==> src/sv/sal_pkg.sv <==
// ----------------------------------------------------------------------------
// sal_pkg
// Types and codes shared by the shifting array list and its storage cells.
// ----------------------------------------------------------------------------
package sal_pkg;

    localparam int WORD_W  = 32;
    localparam int OP_W    = 3;
    localparam int POS_W   = 8;
    localparam int COUNT_W = 9;

    typedef enum logic [OP_W-1:0] {
        OP_PUSH_BACK  = 3'd0,
        OP_PUSH_FRONT = 3'd1,
        OP_POP_BACK   = 3'd2,
        OP_POP_FRONT  = 3'd3,
        OP_INSERT     = 3'd4,
        OP_READ       = 3'd5,
        OP_WRITE      = 3'd6
    } op_t;

    typedef enum logic [1:0] {
        ST_DONE  = 2'd0,
        ST_FULL  = 2'd1,
        ST_EMPTY = 2'd2,
        ST_RANGE = 2'd3
    } status_t;

    typedef enum logic [1:0] {
        CELL_HOLD = 2'd0,
        CELL_LOAD = 2'd1,
        CELL_UP   = 2'd2,
        CELL_DOWN = 2'd3
    } cell_op_t;

    typedef struct packed {
        cell_op_t                  op;
        logic signed [WORD_W-1:0]  value;
    } cell_ctrl_t;

    typedef struct packed {
        logic [OP_W-1:0]           operation;
        logic [POS_W-1:0]          position;
        logic signed [WORD_W-1:0]  value;
    } cmd_t;

    typedef struct packed {
        logic signed [WORD_W-1:0]  read_value;
        logic [COUNT_W-1:0]        item_count;
        status_t                   status;
    } rsp_t;

endpackage

==> src/sv/sal_cell.sv <==
// ----------------------------------------------------------------------------
// sal_cell
// One slot of the list: holds, loads a new word, or takes a neighbor's word.
// ----------------------------------------------------------------------------
module sal_cell (
    input  logic                              clk,
    input  sal_pkg::cell_ctrl_t               ctrl,
    input  logic signed [sal_pkg::WORD_W-1:0] lower,
    input  logic signed [sal_pkg::WORD_W-1:0] upper,
    output logic signed [sal_pkg::WORD_W-1:0] data
);
    import sal_pkg::*;

    logic signed [WORD_W-1:0] data_reg;
    logic signed [WORD_W-1:0] data_next;

    always_comb
    begin
        case (ctrl.op)
            CELL_LOAD: data_next = ctrl.value;
            CELL_UP:   data_next = lower;
            CELL_DOWN: data_next = upper;
            default:   data_next = data_reg;
        endcase
    end

    always_ff @(posedge clk)
    begin
        data_reg <= data_next;
    end

    assign data = data_reg;

endmodule

==> src/sv/shifting_array_list.sv <==
// ----------------------------------------------------------------------------
// shifting_array_list
// Fixed-capacity ordered list of signed words kept in a row of shifting cells.
// ----------------------------------------------------------------------------
// Each request is one list operation and gives exactly one response with the
// read word, the count after the operation and a status. A request is taken
// every cycle unless the response is held: every cell loads, holds or takes
// its neighbor's word in the same clock, so a front push or pop is as fast as
// any other operation. The response appears in the output register in the
// cycle after the request is taken, and requests keep flowing as long as that
// register is being drained. Words popped or never written are not readable;
// a read or write at or beyond the count reads zero and reports out of range.
module shifting_array_list #(
    parameter int CAPACITY = 32
) (
    input  logic          clk,
    input  logic          rst_n,
    input  logic          cmd_valid,
    output logic          cmd_stall,
    input  sal_pkg::cmd_t cmd,
    output logic          rsp_valid,
    input  logic          rsp_stall,
    output sal_pkg::rsp_t rsp
);
    import sal_pkg::*;

    localparam int CW = $clog2(CAPACITY + 1);
    localparam int IW = (CAPACITY > 1) ? $clog2(CAPACITY) : 1;

    logic [CW-1:0]            count_reg;
    logic [CW-1:0]            count_next;
    logic                     rsp_valid_reg;
    logic                     rsp_valid_next;
    rsp_t                     rsp_reg;
    rsp_t                     rsp_next;

    logic                     accept;
    logic [COUNT_W-1:0]       count_ext;
    logic [COUNT_W-1:0]       pos_ext;
    logic [COUNT_W-1:0]       pos_eff;
    logic                     full;
    logic                     empty;
    logic                     do_ins;
    logic                     do_del;
    logic                     do_wr;
    logic signed [WORD_W-1:0] slot_data [CAPACITY];

    assign accept    = cmd_valid && !cmd_stall;
    assign cmd_stall = rsp_valid_reg && rsp_stall;
    assign count_ext = COUNT_W'(count_reg);
    assign pos_ext   = COUNT_W'(cmd.position);
    assign full      = (count_ext == COUNT_W'(CAPACITY));
    assign empty     = (count_reg == '0);

    always_comb
    begin
        count_next          = count_reg;
        pos_eff             = pos_ext;
        do_ins              = 1'b0;
        do_del              = 1'b0;
        do_wr               = 1'b0;
        rsp_next.read_value = '0;
        rsp_next.status     = ST_DONE;
        case (op_t'(cmd.operation))
            OP_PUSH_BACK,
            OP_PUSH_FRONT,
            OP_INSERT:
            begin
                if (full)
                begin
                    rsp_next.status = ST_FULL;
                end
                else
                begin
                    do_ins     = 1'b1;
                    count_next = count_reg + CW'(1);
                    if (op_t'(cmd.operation) == OP_PUSH_FRONT)
                        pos_eff = '0;
                    else if (op_t'(cmd.operation) == OP_PUSH_BACK || pos_ext >= count_ext)
                        pos_eff = count_ext;
                end
            end
            OP_POP_BACK,
            OP_POP_FRONT:
            begin
                if (empty)
                begin
                    rsp_next.status = ST_EMPTY;
                end
                else
                begin
                    do_del     = (op_t'(cmd.operation) == OP_POP_FRONT);
                    count_next = count_reg - CW'(1);
                end
            end
            OP_READ:
            begin
                if (pos_ext >= count_ext)
                    rsp_next.status = ST_RANGE;
                else
                    rsp_next.read_value = slot_data[cmd.position[IW-1:0]];
            end
            OP_WRITE:
            begin
                if (pos_ext >= count_ext)
                    rsp_next.status = ST_RANGE;
                else
                    do_wr = 1'b1;
            end
            default:
            begin
                count_next = count_reg;
            end
        endcase
        rsp_next.item_count = COUNT_W'(count_next);
    end

    // row of cells; each decides from its own index what to do this cycle
    for (genvar i = 0; i < CAPACITY; i++)
    begin : g_cell
        localparam logic [COUNT_W-1:0] IDX = COUNT_W'(i);
        cell_ctrl_t               ctrl;
        logic signed [WORD_W-1:0] lower;
        logic signed [WORD_W-1:0] upper;

        always_comb
        begin
            ctrl.value = cmd.value;
            ctrl.op    = CELL_HOLD;
            if (accept)
            begin
                if (do_ins && IDX > pos_eff)
                    ctrl.op = CELL_UP;
                else if ((do_ins || do_wr) && IDX == pos_eff)
                    ctrl.op = CELL_LOAD;
                else if (do_del && i < CAPACITY - 1)
                    ctrl.op = CELL_DOWN;
            end
        end

        if (i == 0)
        begin : g_first
            assign lower = cmd.value;
        end
        else
        begin : g_mid_lo
            assign lower = slot_data[i-1];
        end

        if (i == CAPACITY - 1)
        begin : g_last
            assign upper = slot_data[i];
        end
        else
        begin : g_mid_hi
            assign upper = slot_data[i+1];
        end

        sal_cell u_cell (
            .clk   (clk),
            .ctrl  (ctrl),
            .lower (lower),
            .upper (upper),
            .data  (slot_data[i])
        );
    end

    always_comb
    begin
        if (accept)
            rsp_valid_next = 1'b1;
        else if (!rsp_stall)
            rsp_valid_next = 1'b0;
        else
            rsp_valid_next = rsp_valid_reg;
    end

    always_ff @(posedge clk or negedge rst_n)
    begin
        if (!rst_n)
        begin
            count_reg     <= '0;
            rsp_valid_reg <= 1'b0;
        end
        else
        begin
            rsp_valid_reg <= rsp_valid_next;
            if (accept)
                count_reg <= count_next;
        end
    end

    always_ff @(posedge clk)
    begin
        if (accept)
            rsp_reg <= rsp_next;
    end

    assign rsp_valid = rsp_valid_reg;
    assign rsp       = rsp_reg;

    a_count_bound: assert property (@(posedge clk) disable iff (!rst_n)
        count_ext <= COUNT_W'(CAPACITY))
        else $error("count above capacity");

    a_count_quiet: assert property (@(posedge clk) disable iff (!rst_n)
        !accept |=> $stable(count_reg))
        else $error("count changed without a request");

    a_rsp_follows: assert property (@(posedge clk) disable iff (!rst_n)
        accept |=> rsp_valid_reg)
        else $error("request gave no response");

    a_full_count: assert property (@(posedge clk) disable iff (!rst_n)
        rsp_valid_reg && rsp_reg.status == ST_FULL |-> rsp_reg.item_count == COUNT_W'(CAPACITY))
        else $error("full status with room left");

    a_empty_count: assert property (@(posedge clk) disable iff (!rst_n)
        rsp_valid_reg && rsp_reg.status == ST_EMPTY |-> rsp_reg.item_count == '0)
        else $error("empty status with words stored");

endmodule

==> config.mk <==
export PLATFORM = sky130hd
export DESIGN_NAME = shifting_array_list
export DESIGN_NICKNAME = d
export VERILOG_FILES = /design/src/sv/sal_pkg.sv /design/src/sv/sal_cell.sv /design/src/sv/shifting_array_list.sv
export SDC_FILE = /design/constraint.sdc
export NUM_CORES = 2
export LEC_CHECK = 0
export BUFFER_PORTS_ARGS = -buffer_cell sky130_fd_sc_hd__buf_2
export CORE_MARGIN = 10
export CORE_UTILIZATION = 60
export CTS_BUF_LIST = sky130_fd_sc_hd__clkbuf_8
export CTS_CLUSTER_SIZE = 16
export DETAILED_ROUTE_END_ITERATION = 12
export PLACE_DENSITY_LB_ADDON = 0.05
export SETUP_SLACK_MARGIN = 0.02
export SLEW_MARGIN = 20
export SYNTH_ARGS = -nofsm -noshare
export SYNTH_HDL_FRONTEND = slang
export SYNTH_SLANG_ARGS = --single-unit
==> constraint.sdc <==
create_clock -name clk -period 8.5 [get_ports clk]
set_input_delay 1.275 -clock clk [delete_from_list [all_inputs] [get_ports clk]]
set_output_delay 1.275 -clock clk [all_outputs]
set_load 0.005 [all_outputs]
==> run_results.csv <==
group,metric,value,unit
routing,vias_per_cell,8.147,
power_and_ir_drop,power_density,225.6,nW/µm²
worst_setup_path,worstSetupEndpoint,"g_cell[27].u_cell.data[19]",
cts,clk_latency,0.90,ns
finish,drive_gt1_frac,0.1871,
worst_setup_path,worstSetupPathType,"input port to flip-flop",
sta,setup_violations,0,
routing,wl_per_cell,39.35,µm
logic_synthesis,synthTopCellsByArea,"edfxtp_1 54%, mux4_2 12%, a22oi_1 6.7%",
min_path,hold_class,"input port to asynchronous set/reset pin",
global_routing,antenna_found_initial,12,
sta,max_freq,162.1,MHz
floorplanning,die_area,111700,µm²
worst_setup_path,path_cells,"buf_8 > inv_1 > ha_1 > and3_1 > o21ai_1 > a21oi_1 > o21ai_1 > nand2_1 > buf_4 > nor2_1 > a221oi_4 > nor2_1 > nand2_2 > buf_4",
sta,final-max-slew-violation-count,0,
logic_synthesis,synth_compound_area_frac,0.2137,
place,pre_cts_ws,1.308,ns
logic_synthesis,synthSimpleGateAreaFrac,0.07335,
logic_synthesis,synth_mux_area_frac,0.1269,
finish,finalNetCount,4824,
logic_synthesis,synth_cell_types,85,
logic_synthesis,synth_top_area_cell,"edfxtp_1",
finish,largest_reg_flops,1024,
finish,nFillCells,7348,
global_routing,grt_max_degree,180,
cts,clock-root-buffer,"clkbuf_8",
worst_setup_path,reg2regPathDepth,12,
logic_synthesis,synth_top_family_by_area,"compound AO/OA/AOI/OAI gates",
sta,hold_viol,0,
worst_setup_path,r2r-start,"count_reg[5]",
worst_setup_path,crit_path_top_delay_cell,"nand2_2",
floorplanning,start_util,0.6039,
worst_setup_path,worstPathRequired,9.12,ns
routing,drc,0,
logic_synthesis,synthXorXnorAreaFrac,0.0002956,
sta,clock_skew,0.03044,ns
worst_setup_path,cp-start-kind,"input port",
sta,worst_pin_slew,1.267,ns
sta,rsz0062_at_grt,"false",
floorplanning,io_pins,92,
power_and_ir_drop,vdd_drop_max,222.6,µV
sta,finalCriticalPeriod,6.170,ns
routing,ant_nets,0,
cts,clk_pin_slew,0.06,ns
logic_synthesis,avgSynthCellArea,12.15,µm²
cts,cts_setup_buffers,0,
floorplanning,row_count,115,
power_and_ir_drop,p_leak,0.02169,µW
routing,route.vias.total,50510,
place,routabilityCongestion,0.9758,
routing,drt-total-wl,243900,µm
logic_synthesis,synth_ff_type,"edfxtp_1",
place,port_buffers,88,
cts,cts.sinks,1071,
worst_setup_path,reg2reg_to,"g_cell[27].u_cell.data[19]",
sta,setup_slack,2.330,ns
floorplanning,coreArea,98130,µm²
cts,cts_resized,0,
global_routing,grt_use_total,0.4256,
logic_synthesis,syn_inst,4876,
floorplanning,die_w,334.3,µm
logic_synthesis,synth.top_cell.area_share,0.5392,
floorplanning,die_y,334.3,µm
worst_setup_path,cp.arrival,6.79,ns
cts,cts_buffer_depth,3,
cts,cts_tree,"done",
global_routing,overflow,0,
cts,numCtsBuffers,179,
status,outcome,"finished clean",
logic_synthesis,synthArstFlopShare,0.006536,
worst_setup_path,critical_path.startpoint,"cmd[32]",
logic_synthesis,ys_seq_elements,1071,
global_routing,grt_pass1_wl,343100,µm
logic_synthesis,synth_fa_ha_area_frac,0.002111,
finish,multi_input_area,25430,µm²
finish,register_area,32130,µm²
sta,relSlewSlack,0.1536,
sta,finalCritPeriodShare,0.7259,
routing,first_pass_iters,10,
routing,drt_iter0_drc,9980,
flow_run,cap_violations,0,
cts,cts_hold_buf,0,
worst_setup_path,cp-end-kind,"flip-flop",
worst_setup_path,cp_max_fo,55,
worst_setup_path,regToRegSetupSlack,2.49,ns
finish,area_delta_synth_final,9.163,%
logic_synthesis,syn-cell-area,59260,µm²
cts,cts_max_level,4,
logic_synthesis,ys_seq_area_frac,0.5421,
worst_setup_path,timing.critical_path.slowest_cell_delay,0.87,ns
global_routing,first_global_vias,47170,
logic_synthesis,synth_edf_count,1064,
sta,setup_tns,0,ns
logic_synthesis,yosysWarnings,0,
place,hpwl,142800,µm
[cells in the final DEF (no fill, tap or decap), types with 9 or more instances in the layout]
master,count
buf_12,18
a2bb2oi_1,92
inv_1,137
a22oi_1,525
nor3_1,43
o22ai_1,129
buf_4,130
mux4_2,320
o221ai_1,37
a21oi_1,77
o21ai_1,29
clkinv_2,14
clkinv_1,51
a222oi_1,33
nor2_1,216
buf_2,84
o31ai_1,87
a221o_1,69
nor2_4,18
a21oi_4,15
nand2_1,743
nand3_1,10
a21o_1,29
edfxtp_1,1064
o21ai_0,289
clkbuf_8,180
a31oi_1,39
o2bb2ai_1,66
o21ai_4,12
mux2_2,26
a32oi_1,33
a22o_1,90
ha_1,9
o311ai_0,25
[stage by stage]
step	instances	utilization	total power [µW]	instance area, µm²	hold slack (ns)
floorplan	4878	-	8705	59270	0.5103
global route	6196	0.6591	14890	64680	0.2087
CTS	6187	0.6572	14340	64500	0.1789
finish	6200	0.6592	14590	64690	0.2191
detailed placement	5866	0.6245	10090	61280	0.5461
global placement	5864	0.6240	10020	61230	0.5280
[power breakdown]
part / internal (µW) / switching (µW)
Clock: 2100 / 2270
Combinational: 1050 / 2310
Sequential: 6480 / 371
Total: 9640 / 4960
[worst max-delay path: cells and delay by family]
kind                       cells  cell delay, ns
and+or+nand+nor                5            2.73
adders and majority gates      1            0.33
AOI/OAI and AO/OA              4            1.05
buffers and inverters          4            1.33
[synth_stat cells, types with 14 or more instances]
library cell     n
a21oi_1         90
o311ai_0        25
mux4_2         320
o21ai_0        293
o31ai_1         87
a21o_1          30
edfxtp_1      1064
a32oi_1         33
inv_1           82
a2bb2oi_1       92
nand3_1         14
o2bb2ai_1       66
buf_2           79
nor3_1          44
a221o_1         69
nor2_1         232
a31oi_1         46
buf_1           63
mux2_2          26
nand2_1        752
a222oi_1        33
a22o_1          90
a22oi_1        525
o221ai_1        37
o22ai_1        129
o21ai_1         37
clkbuf_1       379
[how the worst min path moves through the flow]
stage | from | endpoint | slack [ns] | depth (start not counted)
3_5_place_dp | g_cell[31].u_cell.data[5] | g_cell[30].u_cell.data[5] | 0.55 | 2
4_1_cts | rst_n | count_reg[0] | 0.18 | 1
5_1_grt | rst_n | rsp_valid | 0.21 | 1
3_3_place_gp | g_cell[31].u_cell.data[1] | g_cell[30].u_cell.data[1] | 0.53 | 2
6_report | rst_n | count_reg[0] | 0.22 | 1
2_1_floorplan | rsp_valid | rsp_valid | 0.51 | 2
[metal layers]
| metal | vias up | track usage | part of all wire |
|---|---|---|---|
| met1 | 24650 | 0.5612 | 0.34 |
| li1 | 19480 | - | - |
| met5 | - | 0.009296 | 0.00077 |
| met4 | 20 | 0.2226 | 0.059 |
| met2 | 5433 | 0.5828 | 0.41 |
| met3 | 938 | 0.1944 | 0.19 |
[layout make-up]
class / count / area share
Clock buffer: 180 / 0.03830
Tap cell: 1287 / 0.02489
Inverter: 83 / 0.004932
Multi-Input combinational cell: 3190 / 0.3930
Antenna cell: 6 / 0.0002321
Clock inverter: 141 / 0.01143
Timing Repair Buffer: 242 / 0.03058
Sequential cell: 1071 / 0.4966
[kinds of logic (layout without fill, tap and decap cells)]
kind of cell | Yosys count | count (layout)
DFF | 1071 | 1071
muxes | 348 | 348
xor gates and xnor gates | 2 | 2
and+or+nand+nor | 1089 | 1089
adders and majority gates | 10 | 10
AOI/OAI and AO/OA | 1738 | 1738
buffers and inverters | 617 | 646
other | 1 | 9
(Power assumes the default switching activity.)
